File: config.mk
export PLATFORM = sky130hd
export DESIGN_NAME = delta_good_suffix_builder_top
export DESIGN_NICKNAME = d
export VERILOG_FILES = /design/src/rtl/core/dgsb_pkg.sv /design/src/rtl/core/delta_good_suffix_builder_top.sv /design/src/rtl/core/dgsb_datapath.sv /design/src/rtl/core/dgsb_controller.sv
export SDC_FILE = /design/constraint.sdc
export NUM_CORES = 2
export LEC_CHECK = 0
export ABC_AREA = 1
export BUFFER_PORTS_ARGS = -buffer_cell sky130_fd_sc_hd__buf_2
export CAP_MARGIN = 10
export CORE_MARGIN = 3
export CORE_UTILIZATION = 57
export CTS_CLUSTER_SIZE = 12
export DETAILED_ROUTE_END_ITERATION = 8
export PLACE_DENSITY_LB_ADDON = 0.05
export REMOVE_ABC_BUFFERS = 1
export SETUP_SLACK_MARGIN = 0.05
export SYNTH_ARGS = -nofsm -noshare
export SYNTH_HDL_FRONTEND = slang
export SYNTH_HIERARCHICAL = 1
export SYNTH_SLANG_ARGS = --single-unit
File: constraint.sdc
create_clock -name clk -period 4.4 [get_ports clk]
set_input_delay 0.88 -clock clk [delete_from_list [all_inputs] [get_ports clk]]
set_output_delay 0.88 -clock clk [all_outputs]
set_load 0.02 [all_outputs]
File: src/rtl/core/dgsb_pkg.sv
// Shared types and constants for the delta good-suffix table builder.
// No dependencies; used by every file in rtl/core.
package dgsb_pkg;

  localparam int SYMBOL_W   = 8;
  localparam int POSITION_W = 6;
  localparam int SHIFT_W    = 7;
  localparam int DELTA_W    = 8;
  localparam int PADDR_W    = 3;
  localparam int PDATA_W    = 32;

  // register index, decoded from paddr[PADDR_W-1:2]
  localparam logic [PADDR_W-3:0] REG_DELTA = 1'b0;

  typedef struct packed {
    logic [SYMBOL_W-1:0] symbol_value;
    logic                pattern_end;
  } symbol_t;

  typedef struct packed {
    logic [POSITION_W-1:0] position;
    logic [SHIFT_W-1:0]    shift;
    logic                  table_last;
  } result_t;

  typedef struct packed {
    logic load;
    logic build_start;
    logic jj_inc;
    logic suf_store;
    logic k_inc;
    logic put;
    logic shift_mode;
  } dgsb_cmd_t;

  typedef struct packed {
    logic m_one;
    logic jj_gt_i;
    logic i_zero;
    logic sym_match;
    logic k_at_m;
    logic k_ok;
    logic last_pos;
    logic out_free;
  } dgsb_sts_t;

endpackage

File: src/rtl/core/delta_good_suffix_builder_top.sv
// Top level: APB delta register, controller and datapath.
// Depends on dgsb_pkg, dgsb_controller, dgsb_datapath.
//
// Usage: pattern symbols arrive on the symbol channel (valid/stall), one beat
// per cycle while the block is loading; the beat with pattern_end set closes
// the pattern. Symbols beyond MAX_PATTERN are dropped, the closing beat still
// starts the build. The block then stalls the symbol channel and emits one
// result beat per pattern position 0..m-1, table_last on the final one.
// Build: a start step, a suffix pass, then a shift search per position that
// ends in a put; each compare step is a registered read of the pattern and
// suffix memories, then an evaluate. Loading runs at one symbol per cycle.
// Results leave through an output register; a stalled result holds and the
// search waits. The next pattern may start loading while the last result
// still waits. The user must see that delta is written over APB only while
// idle; the block itself does not enforce it.
// Reset: synchronous, clears the symbol count, delta, FSM and output valid.
module delta_good_suffix_builder_top #(
  parameter int MAX_PATTERN = 64,
  parameter int VALUE_BITS  = 8
) (
  input  logic                          clk,
  input  logic                          rst,
  input  logic                          symbol_valid,
  output logic                          symbol_stall,
  input  dgsb_pkg::symbol_t             symbol,
  output logic                          result_valid,
  input  logic                          result_stall,
  output dgsb_pkg::result_t             result,
  input  logic                          psel,
  input  logic                          penable,
  input  logic                          pwrite,
  input  logic [dgsb_pkg::PADDR_W-1:0]  paddr,
  input  logic [dgsb_pkg::PDATA_W-1:0]  pwdata,
  output logic [dgsb_pkg::PDATA_W-1:0]  prdata,
  output logic                          pready
);
  import dgsb_pkg::*;

  logic [DELTA_W-1:0] delta;
  logic               sel_delta;
  dgsb_cmd_t          cmd;
  dgsb_sts_t          sts;

  assign pready    = 1'b1;
  assign sel_delta = paddr[PADDR_W-1:2] == REG_DELTA;
  assign prdata    = sel_delta ? PDATA_W'(delta) : '0;

  always_ff @(posedge clk) begin
    if (rst) begin
      delta <= '0;
    end else if (psel && penable && pwrite && pready && sel_delta) begin
      delta <= pwdata[DELTA_W-1:0];
    end
  end

  dgsb_controller u_ctrl (
    .clk          (clk),
    .rst          (rst),
    .symbol_valid (symbol_valid),
    .pattern_end  (symbol.pattern_end),
    .sts          (sts),
    .symbol_stall (symbol_stall),
    .cmd          (cmd)
  );

  dgsb_datapath #(
    .MAX_PATTERN (MAX_PATTERN),
    .VALUE_BITS  (VALUE_BITS)
  ) u_dp (
    .clk          (clk),
    .rst          (rst),
    .cmd          (cmd),
    .symbol       (symbol),
    .delta        (delta),
    .result_stall (result_stall),
    .result_valid (result_valid),
    .result       (result),
    .sts          (sts)
  );

endmodule

File: src/rtl/core/dgsb_datapath.sv
// Datapath: pattern and suffix memories, loop counters, compares, result register.
// Depends on dgsb_pkg; driven by dgsb_controller commands.
module dgsb_datapath #(
  parameter int MAX_PATTERN = 64,
  parameter int VALUE_BITS  = 8
) (
  input  logic                           clk,
  input  logic                           rst,
  input  dgsb_pkg::dgsb_cmd_t            cmd,
  input  dgsb_pkg::symbol_t              symbol,
  input  logic [dgsb_pkg::DELTA_W-1:0]   delta,
  input  logic                           result_stall,
  output logic                           result_valid,
  output dgsb_pkg::result_t              result,
  output dgsb_pkg::dgsb_sts_t            sts
);
  import dgsb_pkg::*;

  localparam int AW = (MAX_PATTERN > 1) ? $clog2(MAX_PATTERN) : 1;
  localparam int CW = $clog2(MAX_PATTERN + 1);
  localparam int TW = DELTA_W + 1;
  localparam int DW = (VALUE_BITS > TW) ? VALUE_BITS : TW;

  logic [VALUE_BITS-1:0] pmem [MAX_PATTERN];
  logic [AW-1:0]         smem [MAX_PATTERN];

  logic [CW-1:0] count;
  logic [AW-1:0] i;
  logic [AW-1:0] jj;
  logic [AW-1:0] j;
  logic [CW-1:0] k;

  logic [VALUE_BITS-1:0] rd_a;
  logic [VALUE_BITS-1:0] rd_b;
  logic [AW-1:0]         rd_s;

  logic [VALUE_BITS-1:0] sym;
  logic [CW-1:0]         suf_a_full;
  logic [CW-1:0]         suf_s_full;
  logic [CW-1:0]         start_i_full;
  logic [AW-1:0]         addr_a;
  logic [AW-1:0]         addr_b;
  logic [VALUE_BITS-1:0] diff;
  logic [CW-1:0]         rem_j;
  logic [CW-1:0]         rem_k;
  logic [CW-1:0]         need;
  logic                  k_lt_j;

  assign sym          = VALUE_BITS'({{32{1'b0}}, symbol.symbol_value});
  assign suf_a_full   = count - CW'(1) - CW'(jj);
  assign suf_s_full   = count - k - CW'(1);
  assign start_i_full = count - CW'(2);

  always_comb begin
    if (cmd.shift_mode) begin
      addr_a = j - AW'(1);
      addr_b = j - AW'(1) - AW'(k);
    end else begin
      addr_a = suf_a_full[AW-1:0];
      addr_b = i - jj;
    end
  end

  always_ff @(posedge clk) begin
    rd_a <= pmem[addr_a];
    rd_b <= pmem[addr_b];
    rd_s <= smem[suf_s_full[AW-1:0]];
    if (cmd.load && (count != CW'(MAX_PATTERN))) begin
      pmem[count[AW-1:0]] <= sym;
    end
    if (cmd.suf_store) begin
      smem[i] <= jj;
    end
  end

  assign diff   = (rd_a > rd_b) ? (rd_a - rd_b) : (rd_b - rd_a);
  assign rem_j  = count - CW'(j);
  assign rem_k  = count - k;
  assign need   = (rem_j < rem_k) ? rem_j : rem_k;
  assign k_lt_j = k < CW'(j);

  always_comb begin
    sts.m_one     = count == CW'(1);
    sts.jj_gt_i   = jj > i;
    sts.i_zero    = i == '0;
    sts.sym_match = DW'(diff) <= DW'({delta, 1'b0});
    sts.k_at_m    = k == count;
    sts.k_ok      = !(k_lt_j && (rd_a == rd_b)) && (need <= CW'(rd_s));
    sts.last_pos  = CW'(j) == (count - CW'(1));
    sts.out_free  = !result_valid || !result_stall;
  end

  always_ff @(posedge clk) begin
    if (rst) begin
      count <= '0;
    end else if (cmd.load && (count != CW'(MAX_PATTERN))) begin
      count <= count + CW'(1);
    end else if (cmd.put && sts.last_pos) begin
      count <= '0;
    end
  end

  always_ff @(posedge clk) begin
    if (cmd.build_start) begin
      i <= start_i_full[AW-1:0];
      jj <= '0;
      j <= '0;
      k <= CW'(1);
    end else begin
      if (cmd.jj_inc) begin
        jj <= jj + AW'(1);
      end
      if (cmd.suf_store) begin
        i <= i - AW'(1);
        jj <= '0;
      end
      if (cmd.k_inc) begin
        k <= k + CW'(1);
      end
      if (cmd.put) begin
        j <= j + AW'(1);
        k <= CW'(1);
      end
    end
  end

  always_ff @(posedge clk) begin
    if (rst) begin
      result_valid <= 1'b0;
    end else if (cmd.put) begin
      result_valid <= 1'b1;
    end else if (!result_stall) begin
      result_valid <= 1'b0;
    end
  end

  always_ff @(posedge clk) begin
    if (cmd.put) begin
      result.position   <= POSITION_W'(j);
      result.shift      <= SHIFT_W'(k);
      result.table_last <= sts.last_pos;
    end
  end

endmodule

File: src/rtl/core/dgsb_controller.sv
// Controller FSM: load, suffix build, shift search and result hand-off.
// Depends on dgsb_pkg; steers dgsb_datapath through command/status structs.
module dgsb_controller (
  input  logic                  clk,
  input  logic                  rst,
  input  logic                  symbol_valid,
  input  logic                  pattern_end,
  input  dgsb_pkg::dgsb_sts_t   sts,
  output logic                  symbol_stall,
  output dgsb_pkg::dgsb_cmd_t   cmd
);
  import dgsb_pkg::*;

  localparam logic [2:0] S_IDLE   = 3'd0;
  localparam logic [2:0] S_START  = 3'd1;
  localparam logic [2:0] S_SUF_RD = 3'd2;
  localparam logic [2:0] S_SUF_EV = 3'd3;
  localparam logic [2:0] S_SH_RD  = 3'd4;
  localparam logic [2:0] S_SH_EV  = 3'd5;
  localparam logic [2:0] S_PUT    = 3'd6;

  logic [2:0] state;
  logic [2:0] state_next;

  assign symbol_stall = state != S_IDLE;

  always_comb begin
    cmd        = '0;
    state_next = state;
    unique case (state)
      S_IDLE: begin
        if (symbol_valid) begin
          cmd.load = 1'b1;
          if (pattern_end) begin
            state_next = S_START;
          end
        end
      end
      S_START: begin
        cmd.build_start = 1'b1;
        state_next      = sts.m_one ? S_SH_RD : S_SUF_RD;
      end
      S_SUF_RD: begin
        if (sts.jj_gt_i) begin
          cmd.suf_store = 1'b1;
          state_next    = sts.i_zero ? S_SH_RD : S_SUF_RD;
        end else begin
          state_next = S_SUF_EV;
        end
      end
      S_SUF_EV: begin
        if (sts.sym_match) begin
          cmd.jj_inc = 1'b1;
          state_next = S_SUF_RD;
        end else begin
          cmd.suf_store = 1'b1;
          state_next    = sts.i_zero ? S_SH_RD : S_SUF_RD;
        end
      end
      S_SH_RD: begin
        cmd.shift_mode = 1'b1;
        state_next     = sts.k_at_m ? S_PUT : S_SH_EV;
      end
      S_SH_EV: begin
        cmd.shift_mode = 1'b1;
        if (sts.k_ok) begin
          state_next = S_PUT;
        end else begin
          cmd.k_inc  = 1'b1;
          state_next = S_SH_RD;
        end
      end
      S_PUT: begin
        cmd.shift_mode = 1'b1;
        if (sts.out_free) begin
          cmd.put    = 1'b1;
          state_next = sts.last_pos ? S_IDLE : S_SH_RD;
        end
      end
      default: begin
        state_next = S_IDLE;
      end
    endcase
  end

  always_ff @(posedge clk) begin
    if (rst) begin
      state <= S_IDLE;
    end else begin
      state <= state_next;
    end
  end

endmodule

==> implementation parameters <==
Parameter                              Value

Timing
  Final worst path period share ... 96.5%
  Measured slew at the worst slew-check pin ... 1.20 ns
  Final count of negative-setup-slack endpoints ... 0
  Aggregate negative setup slack ... 0 ns
  Unrepaired setup endpoints after global routing ... true
  Number of pins exceeding their max-slew limit in the final report ... 0
  Post-layout minimum cycle time ... 4.25 ns
  Clk_skew ... 0.0389 ns
  Max Fclk ... 236 MHz
  Final hold viol count ... 0
  Max-Slew Margin vs Limit ... 20.2%

Synthesis
  Number of warnings reported in the yosys synthesis log ... 6
  Portion of the post-synthesis area used by sequential elements ... 56.9%
  Number of unique standard cell types used by synthesis ... 47
  Mean Syn Cell Area ... 8.82 um2
  Async set-or-reset flop fraction in the synthesized netlist ... 0%
  Register bit total from synthesis ... 976
  Most used flip-flop cell after synthesis ... edfxtp_1
  Count of flip-flops with a built-in enable after synthesis ... 916
  Cell area after technology mapping ... 50500 um2
  Gate count of the mapped netlist ... 5721

Power and ir drop
  P_leak ... 0.0236 uW
  Worst voltage drop across the vdd grid ... 1090 uV
  Power density of the placed cells ... 767 nW/um2

CTS
  CTS clock-pin slew for the worst setup and hold paths ... 0.07 ns
  Quantity of hold-fixing buffers added after cts ... 0
  CTS H-tree depth ... 3
  Number of buffers created by CTS ... 105
  CTS tree ... yes
  Sink Count ... 976
  Maximum number of buffers from clock root to sink ... 3
  Clock latency of the later-clocked register in the worst-skew pair ... 0.71 ns
  Clk root buf ... clkbuf_16

Global route
  Overall global routing resource usage ... 34.4%
  Number of global-route vias before repair ... 40000
  Largest net degree at the start of global routing ... 169
  Number of antenna violations at the first check in global routing ... 0
  Wire length of the first global-routing pass ... 239000 um
  Total overflow reported by the global router ... 0

Worst setup path
  Crit path capture type ... register
  Type of the setup path with the least slack ... reg2reg
  Critical-path cell with the highest stage delay ... fa_2
  Maximum single-stage delay on the critical path ... 0.35 ns
  Req. time, crit path ... 5.01 ns
  Library cell appearing most often on the critical path ... buf_4
  Crit path launch type ... register
  Arrival time at the worst endpoint ... 4.85 ns
  Top fanout value on the critical path ... 4

Final layout
  Multi-input gate area in the final layout ... 18700 um2
  Final net count ... 5973
  Post-layout util ... 65.1%
  Count of filler cells inserted in the layout ... 7114
  Commonest cells after routing, fill and taps aside ... nand2_1 (1698), nand3_1 (1386), edfxtp_1 (916), inv_1 (439), nor2_1 (361)
  Layout overhead on the synthesized area ... 12.6%
  Fraction of layout cells with a size suffix above 1 ... 10.7%
  Most common library cell in the layout ignoring fill and taps ... nand2_1
  Sequential cell area in the final layout ... 28700 um2

Floorplan
  Core area ... 87300 um2
  Die area ... 92200 um2
  Initial core utilization ... 57.8%
  Row count ... 108
  Floorplan die height ... 304 um
  Die Wd ... 304 um
  I/O pin total ... 100

Routing
  Routed WL per cell ... 22.7 um
  Vias per std cell ... 6.00
  Initial DRC Count ... 5488
  Total wire length ... 160000 um
  Via Count ... 42400
  Drt drc ... 0
  ANT nets after route ... 0
  Iteration count of the initial detailed-routing pass ... 7

Min path
  Path type of the worst min-delay path ... reg2reg

Placement
  Quantity of I/O buffers inserted on ports ... 48
  Placer congestion estimate ... 0.942
  Detailed-placement wirelength estimate ... 98100 um

Run status
  Outcome ... finished clean

Flow run
  Max-Cap Viols ... 0
-- routing by layer --
metal	GRT usage (%)	vias to the layer above	part of all wire, %
li1	-	19500	-
met1	44.6	19900	38
met2	56.0	2569	47
met3	6.11	495	10
met4	16.9	0	5.2
met5	0	-	0
-- synthesized netlist by cell type, types with 2 or more instances --
library cell / number / area [um2]
nand2_1: 1720 / 6460
nand3_1: 1389 / 6950
edfxtp_1: 916 / 27500
inv_1: 444 / 1670
nor2_1: 369 / 1390
buf_2: 210 / 1050
o21ai_0: 132 / 661
ha_1: 82 / 1030
a21oi_1: 71 / 355
dfxtp_1: 60 / 1200
clkbuf_1: 59 / 221
buf_4: 58 / 435
xor2_1: 21 / 184
buf_1: 20 / 75.1
nand4_1: 19 / 119
nor3_1: 19 / 95.1
buf_6: 17 / 191
o22ai_1: 15 / 93.8
nand2_2: 12 / 75.1
nor2_2: 11 / 68.8
nand3_2: 10 / 100
fa_1: 7 / 140
nor4_1: 7 / 43.8
inv_2: 6 / 22.5
o21ai_1: 6 / 30.0
or2_2: 5 / 31.3
nand3b_1: 4 / 30.0
o211ai_1: 3 / 22.5
a21o_1: 2 / 15.0
and3_1: 2 / 12.5
clkbuf_2: 2 / 10.0
conb_1: 2 / 7.51
nor2_4: 2 / 22.5
nor3b_1: 2 / 15.0
o21ai_2: 2 / 17.5
o21bai_1: 2 / 15.0
o221ai_1: 2 / 17.5
xnor2_1: 2 / 17.5
-- path summary, 6_finish.rpt --
| kind | start | end | slack (ns) | cells past startpoint |
|---|---|---|---|---|
| hold reg to reg | delta[3] | delta[3] | 0.51 | 2 |
| setup / recovery | u_dp/count[0] | u_dp/k[6] | 0.15 | 33 |
| setup reg to reg | u_dp/count[0] | u_dp/k[6] | 0.15 | 33 |
| hold / removal | delta[3] | delta[3] | 0.51 | 2 |
-- flip-flops by register name, indices dropped and copies added (netlist names) --
name	count
delta	8
u_ctrl/state	3
u_dp/count	7
u_dp/rd_b	8
u_dp/rd_a	8
u_dp/result_valid	1
u_dp/k	7
u_dp/pmem	512
u_dp/rd_s	6
u_dp/jj	6
u_dp/j	6
u_dp/smem	384
u_dp/result	14
u_dp/i	6
-- through the flow --
step           cell area (um2)  hold slack [ns]  total power, uW  std cells  setup slack (ns)
2_1_floorplan            48600            0.453            25000       5378             -4.20
3_3_place_gp             52900            0.491            33800       6858            -0.350
3_5_place_dp             52900            0.495            34000       6858            -0.513
4_1_cts                  56500            0.476            42700       7058            0.0271
5_1_grt                  56800            0.507            45900       7062            -0.160
6_report                 56800            0.505            43600       7063             0.154
-- layout make-up --
cell class              instances  share of cell area, %
diodes                          1                0.00440
clock buffers                 131                   4.91
clock inverters                50                  0.894
inverters                     452                   3.00
multi-input cells            3951                   32.9
flip-flops and latches        976                   50.6
well taps                    1155                   2.54
repair buffers                347                   5.18
-- report_power, final --
group / leakage [uW] / internal, uW / switching [uW]
Combinational: 0.0134 / 7180 / 17200
Clock: 0.00159 / 4890 / 3680
Sequential: 0.00856 / 10500 / 177
Total: 0.0236 / 22500 / 21000
-- timing repair --
item | CTS | global route
cloned | 1 | 0
resized for setup | 43 | 59
setup buffers | 18 | 5
endpoints found under the setup margin | 44 | 404
pin swaps | 27 | 32
-- worst max-delay path, delay by kind of cell (launching register included) --
kind / cells / cell delay [ns]
buf+inv: 11 / 1.26
fa+ha+maj: 3 / 0.76
flops: 1 / 0.32
simple gates: 15 / 1.26
compound gates: 4 / 0.58
-- logic make-up (layout without fill, tap and decap cells) --
group / Yosys count / count (layout) / synth area share (%)
flops: 976 / 976 / 56.9
other cells: 2 / 26 / 0.0149
simple gates: 3574 / 3575 / 30.6
xor+xnor: 23 / 23 / 0.399
fa+ha+maj: 89 / 89 / 2.31
buf+inv: 818 / 980 / 7.30
compound gates: 239 / 239 / 2.49
Power figures use the tool's default switching activity.
